===== config.mk =====
export PLATFORM = sky130hd
export DESIGN_NAME = greek_to_latin_transliterator
export DESIGN_NICKNAME = d
export VERILOG_FILES = /design/src/rtl/gtl_pkg.sv /design/src/rtl/gtl_front.sv /design/src/rtl/gtl_queue.sv /design/src/rtl/gtl_back.sv /design/src/rtl/greek_to_latin_transliterator.sv
export VERILOG_INCLUDE_DIRS = /design/src /design/src/rtl
export SDC_FILE = /design/constraint.sdc
export NUM_CORES = 1
export LEC_CHECK = 0
export BUFFER_PORTS_ARGS = -buffer_cell sky130_fd_sc_hd__buf_2
export CAP_MARGIN = 20
export CORE_ASPECT_RATIO = 0.9
export CORE_MARGIN = 2
export CORE_UTILIZATION = 30
export CTS_CLUSTER_DIAMETER = 200
export DETAILED_ROUTE_END_ITERATION = 6
export SYNTH_ARGS = -nofsm -noshare
export SYNTH_HDL_FRONTEND = slang
export SYNTH_HIERARCHICAL = 1
export SYNTH_SLANG_ARGS = --single-unit

===== constraint.sdc =====
create_clock -name i_clk -period 6.9 [get_ports i_clk]
set_input_delay 1.38 -clock i_clk [delete_from_list [all_inputs] [get_ports i_clk]]
set_output_delay 1.38 -clock i_clk [all_outputs]
set_load 0.01 [all_outputs]

===== src/rtl/greek_to_latin_transliterator_defines.svh =====
// assertion macros for the greek to latin transliterator
// used by the top level only; no other dependencies
`ifndef GREEK_TO_LATIN_TRANSLITERATOR_DEFINES_SVH
`define GREEK_TO_LATIN_TRANSLITERATOR_DEFINES_SVH
`ifndef SYNTHESIS
`define GTL_ASSERT_IMP(lbl, ante, cons) \
    lbl: assert property (@(posedge i_clk) disable iff (!i_rst_n) (ante) |-> (cons)) \
        else $error("gtl assertion failed");
`define GTL_ASSERT_NXT(lbl, ante, cons) \
    lbl: assert property (@(posedge i_clk) disable iff (!i_rst_n) (ante) |=> (cons)) \
        else $error("gtl assertion failed");
`else
`define GTL_ASSERT_IMP(lbl, ante, cons)
`define GTL_ASSERT_NXT(lbl, ante, cons)
`endif
`endif


===== src/rtl/gtl_pkg.sv =====
// shared types, constants and the character mapping table
// no dependencies
package gtl_pkg;

    localparam int Q_DEPTH = 4;
    localparam int Q_AW    = $clog2(Q_DEPTH);
    localparam int Q_CW    = $clog2(Q_DEPTH + 1);

    localparam logic [7:0] GR_MU_UP  = 8'd204;
    localparam logic [7:0] GR_MU_LO  = 8'd236;
    localparam logic [7:0] GR_NU_UP  = 8'd205;
    localparam logic [7:0] GR_NU_LO  = 8'd237;
    localparam logic [7:0] GR_PI_UP  = 8'd208;
    localparam logic [7:0] GR_PI_LO  = 8'd240;
    localparam logic [7:0] GR_TAU_UP = 8'd212;
    localparam logic [7:0] GR_TAU_LO = 8'd244;

    localparam logic [7:0] LAT_M_UP = 8'd77;
    localparam logic [7:0] LAT_M_LO = 8'd109;
    localparam logic [7:0] LAT_N_UP = 8'd78;
    localparam logic [7:0] LAT_N_LO = 8'd110;
    localparam logic [7:0] LAT_B_UP = 8'd66;
    localparam logic [7:0] LAT_B_LO = 8'd98;
    localparam logic [7:0] LAT_D_UP = 8'd68;
    localparam logic [7:0] LAT_D_LO = 8'd100;

    localparam logic [7:0] C_DQ = 8'd34;
    localparam logic [7:0] C_AP = 8'd39;

    // one queued work entry: up to four bytes, index of the final one
    typedef struct packed {
        logic [3:0][7:0] bytes;
        logic [1:0]      last_idx;
    } t_entry;

    typedef struct packed {
        logic full;
        logic empty;
    } t_q_stat;

    // mapped sequence of one to three bytes
    typedef struct packed {
        logic [2:0][7:0] b;
        logic [1:0]      len;
    } t_map;

    function automatic t_map mk1(input logic [7:0] a);
        t_map m;
        m.b   = {8'd0, 8'd0, a};
        m.len = 2'd1;
        return m;
    endfunction

    function automatic t_map mk2(input logic [7:0] a, input logic [7:0] b);
        t_map m;
        m.b   = {8'd0, b, a};
        m.len = 2'd2;
        return m;
    endfunction

    function automatic t_map mk3(input logic [7:0] a, input logic [7:0] b,
                                 input logic [7:0] c);
        t_map m;
        m.b   = {c, b, a};
        m.len = 2'd3;
        return m;
    endfunction

    // unmapped bytes pass through as themselves
    function automatic t_map gtl_map(input logic [7:0] c);
        t_map m;
        unique case (c)
            8'd168: m = mk1(C_DQ);
            8'd180: m = mk1(C_AP);
            8'd181: m = mk2(C_AP, C_DQ);
            8'd182: m = mk2(C_AP, 8'd65);
            8'd184: m = mk2(C_AP, 8'd69);
            8'd185: m = mk2(C_AP, 8'd72);
            8'd186: m = mk2(C_AP, 8'd73);
            8'd188: m = mk2(C_AP, 8'd79);
            8'd190: m = mk2(C_AP, 8'd89);
            8'd191: m = mk2(C_AP, 8'd87);
            8'd192: m = mk3(8'd105, C_DQ, C_AP);
            8'd193: m = mk1(8'd65);
            8'd194: m = mk1(8'd86);
            8'd195: m = mk1(8'd71);
            8'd196: m = mk1(8'd68);
            8'd197: m = mk1(8'd69);
            8'd198: m = mk1(8'd90);
            8'd199: m = mk1(8'd72);
            8'd200: m = mk1(8'd56);
            8'd201: m = mk1(8'd73);
            8'd202: m = mk1(8'd75);
            8'd203: m = mk1(8'd76);
            8'd204: m = mk1(8'd77);
            8'd205: m = mk1(8'd78);
            8'd206: m = mk2(8'd75, 8'd83);
            8'd207: m = mk1(8'd79);
            8'd208: m = mk1(8'd80);
            8'd209: m = mk1(8'd82);
            8'd211: m = mk1(8'd83);
            8'd212: m = mk1(8'd84);
            8'd213: m = mk1(8'd89);
            8'd214: m = mk1(8'd70);
            8'd215: m = mk1(8'd88);
            8'd216: m = mk2(8'd80, 8'd83);
            8'd217: m = mk1(8'd87);
            8'd218: m = mk2(C_DQ, 8'd73);
            8'd219: m = mk2(C_DQ, 8'd89);
            8'd220: m = mk2(8'd97, C_AP);
            8'd221: m = mk2(8'd101, C_AP);
            8'd222: m = mk2(8'd104, C_AP);
            8'd223: m = mk2(8'd105, C_AP);
            8'd224: m = mk3(8'd121, C_DQ, C_AP);
            8'd225: m = mk1(8'd97);
            8'd226: m = mk1(8'd118);
            8'd227: m = mk1(8'd103);
            8'd228: m = mk1(8'd100);
            8'd229: m = mk1(8'd101);
            8'd230: m = mk1(8'd122);
            8'd231: m = mk1(8'd104);
            8'd232: m = mk1(8'd56);
            8'd233: m = mk1(8'd105);
            8'd234: m = mk1(8'd107);
            8'd235: m = mk1(8'd108);
            8'd236: m = mk1(8'd109);
            8'd237: m = mk1(8'd110);
            8'd238: m = mk2(8'd107, 8'd115);
            8'd239: m = mk1(8'd111);
            8'd240: m = mk1(8'd112);
            8'd241: m = mk1(8'd114);
            8'd242: m = mk1(8'd115);
            8'd243: m = mk1(8'd115);
            8'd244: m = mk1(8'd116);
            8'd245: m = mk1(8'd121);
            8'd246: m = mk1(8'd102);
            8'd247: m = mk1(8'd120);
            8'd248: m = mk2(8'd112, 8'd115);
            8'd249: m = mk1(8'd119);
            8'd250: m = mk2(8'd105, C_DQ);
            8'd251: m = mk2(8'd121, C_DQ);
            8'd252: m = mk2(8'd111, C_AP);
            8'd253: m = mk2(8'd121, C_AP);
            8'd254: m = mk2(8'd119, C_AP);
            default: m = mk1(c);
        endcase
        return m;
    endfunction

endpackage


===== src/rtl/gtl_front.sv =====
// front end: accepts input bytes, tracks a held mu or nu, builds queue entries
// depends on gtl_pkg
module gtl_front import gtl_pkg::*; (
    input  logic       i_clk,
    input  logic       i_rst_n,
    input  logic       i_push,
    input  logic       i_q_full,
    input  logic [7:0] i_in_byte,
    input  logic       i_flush,
    output logic       o_q_push,
    output t_entry     o_entry
);

    typedef enum logic [4:0] {
        P_NONE  = 5'b00001,
        P_MU_UP = 5'b00010,
        P_MU_LO = 5'b00100,
        P_NU_UP = 5'b01000,
        P_NU_LO = 5'b10000
    } t_pend;

    t_pend      r_pend;
    t_pend      n_pend;
    logic       w_accept;
    logic       w_has_held;
    logic       w_gen;
    logic       w_hold_letter;
    logic [7:0] w_held_byte;
    t_map       w_map;

    assign w_accept = i_push && !i_q_full;
    assign w_map    = gtl_map(i_in_byte);

    always_comb begin
        unique case (r_pend)
            P_MU_UP: w_held_byte = LAT_M_UP;
            P_MU_LO: w_held_byte = LAT_M_LO;
            P_NU_UP: w_held_byte = LAT_N_UP;
            P_NU_LO: w_held_byte = LAT_N_LO;
            default: w_held_byte = 8'd0;
        endcase
    end

    assign w_has_held    = (r_pend != P_NONE);
    assign w_hold_letter = (i_in_byte == GR_MU_UP) || (i_in_byte == GR_MU_LO) ||
                           (i_in_byte == GR_NU_UP) || (i_in_byte == GR_NU_LO);

    always_comb begin
        n_pend           = P_NONE;
        w_gen            = 1'b0;
        o_entry.bytes    = '0;
        o_entry.last_idx = 2'd0;
        if (i_flush) begin
            o_entry.bytes[0] = w_held_byte;
            w_gen            = w_has_held;
        end else if ((r_pend == P_MU_UP || r_pend == P_MU_LO) &&
                     (i_in_byte == GR_PI_UP || i_in_byte == GR_PI_LO)) begin
            // mu then pi folds to b
            o_entry.bytes[0] = (r_pend == P_MU_UP) ? LAT_B_UP : LAT_B_LO;
            w_gen            = 1'b1;
        end else if ((r_pend == P_NU_UP || r_pend == P_NU_LO) &&
                     (i_in_byte == GR_TAU_UP || i_in_byte == GR_TAU_LO)) begin
            // nu then tau folds to d
            o_entry.bytes[0] = (r_pend == P_NU_UP) ? LAT_D_UP : LAT_D_LO;
            w_gen            = 1'b1;
        end else begin
            priority if (i_in_byte == GR_MU_UP) n_pend = P_MU_UP;
            else if (i_in_byte == GR_MU_LO)     n_pend = P_MU_LO;
            else if (i_in_byte == GR_NU_UP)     n_pend = P_NU_UP;
            else if (i_in_byte == GR_NU_LO)     n_pend = P_NU_LO;
            else                                n_pend = P_NONE;
            if (w_has_held) begin
                o_entry.bytes    = {w_map.b[2], w_map.b[1], w_map.b[0], w_held_byte};
                o_entry.last_idx = w_hold_letter ? 2'd0 : w_map.len;
                w_gen            = 1'b1;
            end else begin
                o_entry.bytes    = {8'd0, w_map.b[2], w_map.b[1], w_map.b[0]};
                o_entry.last_idx = w_map.len - 2'd1;
                w_gen            = !w_hold_letter;
            end
        end
    end

    assign o_q_push = w_accept && w_gen;

    always_ff @(posedge i_clk) begin
        if (!i_rst_n) begin
            r_pend <= P_NONE;
        end else if (w_accept) begin
            r_pend <= n_pend;
        end
    end

endmodule


===== src/rtl/gtl_queue.sv =====
// short entry queue between front and back ends
// depends on gtl_pkg
module gtl_queue import gtl_pkg::*; (
    input  logic    i_clk,
    input  logic    i_rst_n,
    input  logic    i_push,
    input  t_entry  i_entry,
    input  logic    i_deq,
    output t_entry  o_entry,
    output t_q_stat o_stat
);

    t_entry            r_mem [Q_DEPTH];
    logic [Q_AW-1:0]   r_wp;
    logic [Q_AW-1:0]   r_rp;
    logic [Q_CW-1:0]   r_cnt;
    logic [Q_CW-1:0]   n_cnt;
    logic              w_wr;
    logic              w_rd;

    assign o_stat.full  = (r_cnt == Q_CW'(Q_DEPTH));
    assign o_stat.empty = (r_cnt == '0);
    assign w_wr         = i_push && !o_stat.full;
    assign w_rd         = i_deq && !o_stat.empty;
    assign o_entry      = r_mem[r_rp];

    always_comb begin
        n_cnt = r_cnt;
        if (w_wr && !w_rd) begin
            n_cnt = r_cnt + Q_CW'(1);
        end else if (w_rd && !w_wr) begin
            n_cnt = r_cnt - Q_CW'(1);
        end
    end

    always_ff @(posedge i_clk) begin
        if (!i_rst_n) begin
            r_wp  <= '0;
            r_rp  <= '0;
            r_cnt <= '0;
        end else begin
            if (w_wr) begin
                r_wp <= r_wp + Q_AW'(1);
            end
            if (w_rd) begin
                r_rp <= r_rp + Q_AW'(1);
            end
            r_cnt <= n_cnt;
        end
    end

    always_ff @(posedge i_clk) begin
        if (w_wr) begin
            r_mem[r_wp] <= i_entry;
        end
    end

endmodule


===== src/rtl/gtl_back.sv =====
// back end: walks each queued entry byte by byte into the output register
// depends on gtl_pkg
module gtl_back import gtl_pkg::*; (
    input  logic       i_clk,
    input  logic       i_rst_n,
    input  t_entry     i_entry,
    input  t_q_stat    i_stat,
    output logic       o_deq,
    input  logic       i_pop,
    output logic       o_empty,
    output logic [7:0] o_out_byte,
    output logic       o_last
);

    logic       r_valid;
    logic [1:0] r_idx;
    logic [7:0] r_byte;
    logic       r_last;
    logic       w_load;
    logic       w_is_last;

    // output register refills on the same edge its byte is taken
    assign w_load    = !i_stat.empty && (!r_valid || i_pop);
    assign w_is_last = (r_idx == i_entry.last_idx);
    assign o_deq     = w_load && w_is_last;

    always_ff @(posedge i_clk) begin
        if (!i_rst_n) begin
            r_valid <= 1'b0;
            r_idx   <= 2'd0;
        end else if (w_load) begin
            r_valid <= 1'b1;
            r_idx   <= w_is_last ? 2'd0 : r_idx + 2'd1;
        end else if (i_pop) begin
            r_valid <= 1'b0;
        end
    end

    always_ff @(posedge i_clk) begin
        if (w_load) begin
            r_byte <= i_entry.bytes[r_idx];
            r_last <= w_is_last;
        end
    end

    assign o_empty    = !r_valid;
    assign o_out_byte = r_byte;
    assign o_last     = r_last;

endmodule


===== src/rtl/greek_to_latin_transliterator.sv =====
// path: an input enters the queue, then its first byte the output register
// throughput: one input per cycle into a four-entry queue while full is low; results
// leave at one byte per cycle while pop is high; an input produces 0 to 4 bytes
// reset: synchronous active-low i_rst_n clears the held letter, queue and output
// register valid flag; full and empty are valid the cycle after reset is released
module greek_to_latin_transliterator import gtl_pkg::*; (
    input  logic       i_clk,
    input  logic       i_rst_n,
    input  logic       push,
    output logic       full,
    input  logic [7:0] i_in_byte,
    input  logic       i_flush,
    output logic       empty,
    input  logic       pop,
    output logic [7:0] o_out_byte,
    output logic       o_last
);

`include "greek_to_latin_transliterator_defines.svh"

    logic    w_q_push;
    t_entry  w_front_entry;
    t_entry  w_head_entry;
    t_q_stat w_qstat;
    logic    w_deq;

    assign full = w_qstat.full;

    gtl_front u_front (
        .i_clk     (i_clk),
        .i_rst_n   (i_rst_n),
        .i_push    (push),
        .i_q_full  (w_qstat.full),
        .i_in_byte (i_in_byte),
        .i_flush   (i_flush),
        .o_q_push  (w_q_push),
        .o_entry   (w_front_entry)
    );

    gtl_queue u_queue (
        .i_clk   (i_clk),
        .i_rst_n (i_rst_n),
        .i_push  (w_q_push),
        .i_entry (w_front_entry),
        .i_deq   (w_deq),
        .o_entry (w_head_entry),
        .o_stat  (w_qstat)
    );

    gtl_back u_back (
        .i_clk      (i_clk),
        .i_rst_n    (i_rst_n),
        .i_entry    (w_head_entry),
        .i_stat     (w_qstat),
        .o_deq      (w_deq),
        .i_pop      (pop),
        .o_empty    (empty),
        .o_out_byte (o_out_byte),
        .o_last     (o_last)
    );

    `GTL_ASSERT_IMP(a_no_overflow, w_q_push, !w_qstat.full)
    `GTL_ASSERT_IMP(a_out_from_queue, $fell(empty), $past(!w_qstat.empty))
    `GTL_ASSERT_NXT(a_deq_on_last, w_deq, !empty && o_last)

endmodule


### Word level (Yosys, flattened, before mapping)

Memory sizes are Yosys's and may differ from the RTL's. A register that Yosys moved wholly into a read port is not among the register bits.
Cells that the tools add are included.

* reductions and logical operators: 29
* order comparisons: 1
* multiplexer cells: 37
* add/sub/neg operators: 6
* equality and inequality tests: 79

Operator list (count)
* $pmux 24 s70: 1
* $eq 8x8->1 const B: 72
* $mux 24: 3
* $mux 5: 7
* $mux 32: 1
* $mux 8: 4
* $pmux 7 s4: 1
* $bmux 8 s2: 1
* $mux 2: 7
* $mux 6: 2
* $logic_and 1x1->1: 10
* $logic_or 1x1->1: 8
* $mux 1: 8
* $add 2x1->2 const B: 3
* $logic_not 1->1: 6
* $mux 3: 2
* $eq 5x2->1 const B: 1
* $eq 5x3->1 const B: 1
* $eq 5x4->1 const B: 1
* $eq 5x5->1 const B: 1
* $ne 5x1->1 const B: 1
* $reduce_bool 2->1: 2
* $reduce_or 2->1: 2
* $add 3x1->3 const B: 1
* other kinds (6): 6

* RAM bits: 136
* bits in registers: 24
* output and inout port bits: 11
* memories: 1

Memory list
* u_queue.r_mem: depth 4, width 34, read ports 1, clocked after memory_dff 1, wr ports 1, RTL line gtl_queue.sv:13 `t_entry r_mem [Q_DEPTH];`

### Depth between registers and ports, before layout

Gate-level depths: netlist of the first run.

* depth after elaboration: 15
* depth in mapped cells: 13
* gate-level depth less buffers: 11

### Hierarchy

The synthesis of the first run kept the hierarchy.

By module, submodules not included
* gtl_queue: area an instance 5444.0 um2, seq. area each 4264.1 um2, cells an instance 226, times used 1
* gtl_front: area an instance 2442.3 um2, seq. area each 100.1 um2, cells an instance 385, times used 1
* gtl_back: area an instance 679.4 um2, seq. area each 330.3 um2, cells an instance 43, times used 1

### Least setup slack after synthesis of the first run

Ideal clock, no wire load.

* path type: input -> register
* start point: in i_in_byte[2]
* end point: mem u_queue/r_mem[0][27] (netlist name) (data pin)
* arrival time: 3293 ps
* required time: 6646 ps
* setup slack: 3353 ps
* path buffers: 3
* stages: 9
* cell sequence: buf_6 or4_4 or4b_1 a21oi_2 nor2_1 buf_6 nand2_1 nor2_1 buf_4

RTL lines
* start, declared: RTL line greek_to_latin_transliterator.sv:11 `input logic [7:0] i_in_byte,`
* end, declared: RTL line gtl_queue.sv:13

==> impl_metrics.tcl, run 1 <==
set metrics [dict create \
    p_clk_share_pct 36.4 \
    htree_levels 4 \
    power_leakage_nw 3.038 \
    synth-seq-area-share_pct 54.81 \
    cts_buffer_depth 2 \
    switchingPower_w 0.0007464 \
    met2_usage_pct 20.19 \
    numCtsBuffers 17 \
    gp_congestion 0.9689 \
    cts_tree "built" \
    dpl.hpwl_um 12700 \
    hold_viol_final 0 \
    hold-path-endpoint "u_queue/r_wp[0]$_SDFFE_PN0P_" \
    postCtsSetupBuffers 0 \
    antenna_found_initial 0 \
    netlist_area_sq_um 8566 \
    cp-end-kind "flop" \
    syn_inst 654 \
    cellPowerDensity_nw_per_um2 297.9 \
    num_antenna_cells 0 \
    start_util_pct 30.58 \
    yosysWarnings 6 \
    drv_slew 0 \
    worstMarginPinSlew_ps 1018 \
    critPathMaxFanout 51 \
    synth-edff-count 145 \
    r2r-end "u_queue/r_cnt[2]$_SDFFE_PN0P_" \
    min_path_type "reg -> reg" \
    use_met1_pct 19.79 \
    synth_cell_type_count 83 \
    rows 58 \
    dieArea_sq_um 29920 \
    fin_skew_ps 15.00 \
    top_usage_layer "met2" \
    worstPathCellList "buf_2 -> nand2_1 -> a311oi_1 -> o21ai_0 -> o211a_1 -> a211oi_1 -> mux2i_1" \
    tns_ps 0 \
    drtPass1Iterations 6 \
    core_area_sq_um 28010 \
    ys_ff_latch 162 \
    rsz0062_at_grt "false" \
    post_cts_resized 0 \
    syn_avg_cell_area_sq_um 13.10 \
    p_int_w 0.002076 \
    ctsHoldBuffers 0 \
    drc 0 \
    overflow 0 \
    setup-violations-final 0 \
    cts_root_buffer "clkbuf_16" \
    async_flop_share_pct 0 \
    crit_type "in -> reg" \
    clk_pin_slew_ps 60 \
    cp_slowest_cell "buf_2" \
    reg2reg_setup_slack_ps 3340 \
    layout-drive-gt1-share_pct 17.20 \
    hold_ws_ps 507.3 \
    grt_pass1_wl_um 30990 \
    cp_slowest_stage_delay_ps 660 \
    ioPinCount 24 \
    die_h_um 164.3 \
    min_period_over_period_pct 61.47 \
    swShare_pct 26.45 \
    die_x_um 182.1 \
    critPathBufInv 1 \
    min-delay-start "u_queue/r_wp[0]$_SDFFE_PN0P_" \
    grtUsageTotal_pct 13.61 \
    filler_cell_count 2753 \
    period_minus_slack_ps 4242 \
    grt_pass1_vias 5246 \
    drtAntennaViolNets 0 \
    vias 5760 \
    synthFlopType "edfxtp_1" \
    startpoint_type "input pin" \
    reg2reg_depth 12 \
    use_met3_pct 3.104 \
    drv_cap 0 \
    crit_arrival_ps 4420 \
    io_buffers 23 \
    grt_max_degree 52 \
    pwr-share-seq_pct 44.3 \
    outcome "finished clean" \
    vdd_drop_max_mv 0.1894 \
    hold_depth 2 \
    crit_required_ps 7080 \
    wl_per_cell_um 19.76 \
    clock_latency_ps 430 \
    vias_per_cell 5.664 \
    slew_headroom_pct 32.13 \
    nets 663 \
    fmax_mhz 235.8 \
    drt_iter0_markers 760 \
    comb_power_share_pct 19.3 \
    cts.sinks 162 \
    path_delay_family "compound AO/OA/AOI/OAI gates" \
    syn_to_final_growth_pct 10.60 \
    wl_um 20100 \
]
[cells in the final DEF, fill, tap and decap left out, types with 6 or more instances in the layout]
cell type    n
a2111oi_0    6
nor4_1       8
xnor2_1      9
buf_2       23
a21oi_1     27
and2_1      12
nand4_1      8
mux2i_1      7
o211ai_1     7
dfxtp_1     16
a211oi_1     8
edfxtp_1   145
nor2_1      40
nand2_1     29
nand2b_1     9
and3_1      11
nor2b_1     18
o31ai_1      7
inv_1       13
clkbuf_16   17
buf_4        7
nor3_1      13
nand3_1     10
o21ai_0     27
mux4_1       6
mux4_2      36
[state kept, by name, summed over array words and instances, names as in the netlist, named ones only]
register / flops
u_back/o_out_byte: 8
u_back/r_idx: 2
u_queue/r_cnt: 3
u_front/r_pend: 5
u_queue/r_rp: 2
u_queue/r_wp: 2
u_back/o_last: 1
u_back/r_valid: 1
u_queue/r_mem: 136
[worst max path at each step]
stage	start	end	depth (start not counted)
6_report	i_in_byte[3]	u_queue/r_mem[0][0]$_DFFE_PP_	7
3_3_place_gp	i_in_byte[2]	u_queue/r_mem[2][12]$_DFFE_PP_	7
2_1_floorplan	i_in_byte[2]	u_queue/r_mem[0][27]$_DFFE_PP_	9
3_5_place_dp	i_in_byte[2]	u_queue/r_mem[2][12]$_DFFE_PP_	7
4_1_cts	i_in_byte[2]	u_queue/r_mem[3][12]$_DFFE_PP_	7
5_1_grt	i_in_byte[3]	u_queue/r_mem[0][28]$_DFFE_PP_	7
[power groups by stage]
stage / Combinational, W / Clock, W / Sequential [W]
after floorplan: 0.000416 / 0 / 0.00126
after global placement: 0.000546 / 0 / 0.00127
after detailed placement: 0.000550 / 0 / 0.00127
after CTS: 0.000553 / 0.00105 / 0.00125
after global routing: 0.000596 / 0.00109 / 0.00126
final: 0.000545 / 0.00103 / 0.00125
[worst register-to-register path, stage by stage (launching register included)]
cell and delay (ps):
dfxtp_2 310, buf_4 520, mux4_1 750, xnor2_1 160, nand2_1 130, nor3_1 90, o31ai_2 150, ha_1 240
inv_1 60, fa_1 370, xor2_1 170, or3_1 300, a21boi_0 200
[cells in the mapped netlist (4+ instances only)]
library cell / instances / share of area [%]
o2111ai_1: 4 / 0.41
and3_1: 11 / 0.80
mux2i_1: 7 / 0.82
or3b_2: 4 / 0.41
a211oi_1: 8 / 0.70
a2111oi_0: 6 / 0.61
nand4_1: 8 / 0.58
nor3b_1: 4 / 0.35
a21oi_1: 27 / 1.6
xnor2_1: 9 / 0.92
clkbuf_1: 22 / 0.96
a2bb2oi_1: 4 / 0.41
ha_1: 5 / 0.73
inv_1: 13 / 0.57
mux4_2: 36 / 9.5
nor2b_1: 18 / 1.3
nand4b_1: 5 / 0.51
buf_6: 5 / 0.66
nand2_1: 29 / 1.3
a31oi_1: 5 / 0.37
nand3b_1: 5 / 0.44
o22ai_1: 5 / 0.37
and2_1: 13 / 0.95
dfxtp_1: 17 / 4.0
edfxtp_1: 145 / 51
buf_2: 22 / 1.3
nor3_1: 13 / 0.76
mux4_1: 6 / 1.8
nor2_1: 40 / 1.8
o21ai_0: 27 / 1.6
o31ai_1: 7 / 0.61
o211ai_1: 7 / 0.61
nand3_1: 10 / 0.58
nor4_1: 8 / 0.58
a311oi_1: 4 / 0.41
buf_4: 8 / 0.70
nand2b_1: 9 / 0.66
[layer usage]
layer / part of all wire (%) / up-vias / routed length [um]
met4: 1.3 / 0 / 267
met3: 8.8 / 34 / 1770
met5: 0 / - / 0
met1: 45 / 2857 / 9022
li1: - / 2572 / -
met2: 45 / 297 / 9040
[layout make-up]
type	count	area [sq um]	share of cell area, %
clock buffers	17	425.4	4.490
repair buffers	30	167.7	1.770
clock inverters	15	227.7	2.404
well taps	360	450.4	4.754
flip-flops and latches	162	4696	49.56
inverters	15	56.30	0.5943
multi-input cells	418	3451	36.42
[cell families after synthesis]
| kind of cell | synth area share, % |
|---|---|
| DFF | 54.81 |
| buffers and inverters | 5.098 |
| muxes | 12.12 |
| adders and majority gates | 0.9641 |
| and+or+nand+nor | 13.60 |
| xor gates and xnor gates | 1.023 |
| other | 0.04378 |
| AOI/OAI and AO/OA | 12.34 |
[stage by stage]
step	utilization [%]	total power [W]	cell area, sq um	std cells	worst slack (ps)
floorplan	-	0.001680	8581	658	3353
global placement	31.49	0.001817	8821	985	2450
detailed placement	31.49	0.001823	8821	985	2393
CTS	33.82	0.002857	9474	1017	2848
global route	33.82	0.002949	9474	1017	2491
finish	33.82	0.002822	9474	1017	2658
Power figures use the tool's default switching activity.
==> inputs of run 2 (changes only) <==
==> constraint.sdc (replaced) <==
create_clock -name i_clk -period 3.67 [get_ports i_clk]
set_input_delay 0.734 -clock i_clk [delete_from_list [all_inputs] [get_ports i_clk]]
set_output_delay 0.734 -clock i_clk [all_outputs]
set_load 0.01 [all_outputs]
==> run 2 against run 1 <==
- sequential share of layout area shrank 0.96 points
- worst setup slack lost 2000 ps
- via count grew 1.3%
- clock power grew 61%
- final area grew 2.0%
- global-route usage grew 0.83 points
- combinational power grew 110%
- final cell count grew 3.3%
- power grew 81%
- routed wire length grew 4.9%
==> impl_metrics.tcl, run 2 (same netlist as run 1, synthesis figures left out) <==
set metrics [dict create \
    fin_skew_ps 12.55 \
    die_h_um 164.3 \
    drv_cap 0 \
    grt_pass1_wl_um 33150 \
    slew_headroom_pct 56.79 \
    critPathBufInv 2 \
    drtPass1Iterations 6 \
    swShare_pct 27.84 \
    worstMarginPinSlew_ps 648.2 \
    grt_max_degree 35 \
    drt_iter0_markers 783 \
    critPathMaxFanout 25 \
    hold_viol_final 0 \
    num_antenna_cells 0 \
    wl_met3_um 1586 \
    final_common_cell "edfxtp_1" \
    dpl_cell_area_sq_um 9094 \
    power_leakage_nw 3.171 \
    stdcell_area_sq_um 9662 \
    cp.depth 8 \
    cellPowerDensity_nw_per_um2 527.6 \
    drc 0 \
    cts_tree "built" \
    syn_to_final_growth_pct 12.80 \
    tns_ps 0 \
    ctsHoldBuffers 0 \
    drv_slew 0 \
    vdd_drop_max_mv 0.3116 \
    cts_buffer_depth 2 \
    numCtsBuffers 17 \
    largest-register "u_queue/r_mem" \
    vias 5836 \
    crit_required_ps 3770 \
    p_total_w 0.005097 \
    period_minus_slack_ps 3013 \
    cp_slowest_stage_delay_ps 450 \
    largest_register_ffs 136 \
    crit_type "in -> reg" \
    wl_met1_um 9893 \
    switchingPower_w 0.001419 \
    die_x_um 182.1 \
    pwr-share-seq_pct 45.4 \
    overflow 0 \
    critPathLaunch "i_in_byte[6]" \
    drtAntennaViolNets 0 \
    setup-violations-final 0 \
    ioPinCount 24 \
    gp_congestion 0.9726 \
    dieArea_sq_um 29920 \
    min_period_over_period_pct 82.10 \
    worstPathCellList "buf_2 -> and4b_1 -> and3_1 -> a2111oi_0 -> buf_4 -> a21oi_1 -> a311oi_1 -> o21ai_0" \
    antenna_found_initial 0 \
    hold_ws_ps 500.2 \
    cts.sinks 162 \
    grt_pass1_vias 5683 \
    wl_met2_um 9287 \
    postCtsSetupBuffers 0 \
    cts_root_buffer "clkbuf_16" \
    startpoint_type "input pin" \
    cp-end-kind "flop" \
    cp_slowest_cell "a2111oi_0" \
    p_clk_share_pct 32.6 \
    p_int_w 0.003678 \
    rows 58 \
    grtUsageTotal_pct 14.44 \
    core_area_sq_um 28010 \
    endpoint "u_queue/r_mem[1][2]$_DFFE_PP_" \
    fmax_mhz 331.9 \
    crit_arrival_ps 3120 \
    reg2reg_setup_slack_ps 800 \
    layout-drive-gt1-share_pct 21.13 \
    r2r-end "u_queue/r_cnt[2]$_SDFFE_PN0P_" \
    htree_levels 4 \
    wl_um 21080 \
    clock_latency_ps 420 \
    fin_util_pct 34.49 \
    post_cts_resized 0 \
    start_util_pct 30.58 \
    reg2reg_depth 11 \
    io_buffers 23 \
    clk_pin_slew_ps 70 \
    dpl.hpwl_um 14050 \
    vias_per_cell 5.553 \
    outcome "finished clean" \
    nets 697 \
    comb_power_share_pct 22.0 \
    maxUsedRoutingLayer "met4" \
    min_path_type "reg -> reg" \
    rsz0062_at_grt "false" \
    path_delay_family "compound AO/OA/AOI/OAI gates" \
    wl_per_cell_um 20.06 \
    layout_common_cells "edfxtp_1, nor2_1, buf_4, mux4_2, nand2_1" \
]
[run 2: worst min path at each step]
stage          slack, ps                      endpoint                          from  depth (start not counted)
3_5_place_dp         500  u_queue/r_wp[1]$_SDFFE_PN0P_  u_queue/r_wp[1]$_SDFFE_PN0P_                          2
6_report             500  u_queue/r_wp[1]$_SDFFE_PN0P_  u_queue/r_wp[1]$_SDFFE_PN0P_                          2
5_1_grt              530  u_queue/r_wp[1]$_SDFFE_PN0P_  u_queue/r_wp[1]$_SDFFE_PN0P_                          2
3_3_place_gp         490  u_queue/r_wp[1]$_SDFFE_PN0P_  u_queue/r_wp[1]$_SDFFE_PN0P_                          2
4_1_cts              500  u_queue/r_wp[1]$_SDFFE_PN0P_  u_queue/r_wp[1]$_SDFFE_PN0P_                          2
2_1_floorplan        470  u_queue/r_wp[1]$_SDFFE_PN0P_  u_queue/r_wp[1]$_SDFFE_PN0P_                          2
[run 2: power by group through the flow]
| stage | Sequential [W] | Clock [W] | Combinational, W |
|---|---|---|---|
| global route | 0.00233 | 0.00177 | 0.00121 |
| CTS | 0.00232 | 0.00170 | 0.00113 |
| global placement | 0.00235 | 0 | 0.00112 |
| finish | 0.00231 | 0.00166 | 0.00112 |
| detailed placement | 0.00236 | 0 | 0.00113 |
| floorplan | 0.00238 | 0 | 0.000781 |
[run 2: layout make-up]
| cell class | count | area, sq um |
|---|---|---|
| flip-flops and latches | 162 | 4696 |
| well taps | 360 | 450.4 |
| fillers | 2764 | 18350 |
| clock buffers | 17 | 425.4 |
| repair buffers | 64 | 447.9 |
| inverters | 15 | 56.30 |
| multi-input cells | 418 | 3451 |
| clock inverters | 15 | 135.1 |
[run 2: per-layer routing]
| metal | GRT usage [%] | up-vias |
|---|---|---|
| met5 | 0 | - |
| met4 | 4.435 | 0 |
| met3 | 3.481 | 38 |
| met2 | 21.88 | 251 |
| met1 | 20.52 | 2899 |
| li1 | - | 2648 |
[run 2: metrics by stage]
step	setup WS, ps	instances
6_report	656.9	1051
5_1_grt	465.5	1051
4_1_cts	760.3	1050
3_5_place_dp	342.6	1018
3_3_place_gp	347.2	1018
2_1_floorplan	769.3	658
[run 2: worst register-to-register path, stage by stage (launching register included)]
cell and delay [ps]:
dfxtp_2 350, mux4_1 650, xnor2_1 160, nand2_1 130, nor3_1 100, o31ai_2 100, ha_1 240, inv_1 60
fa_1 370, xor2_1 180, or3_1 310, a21boi_0 160
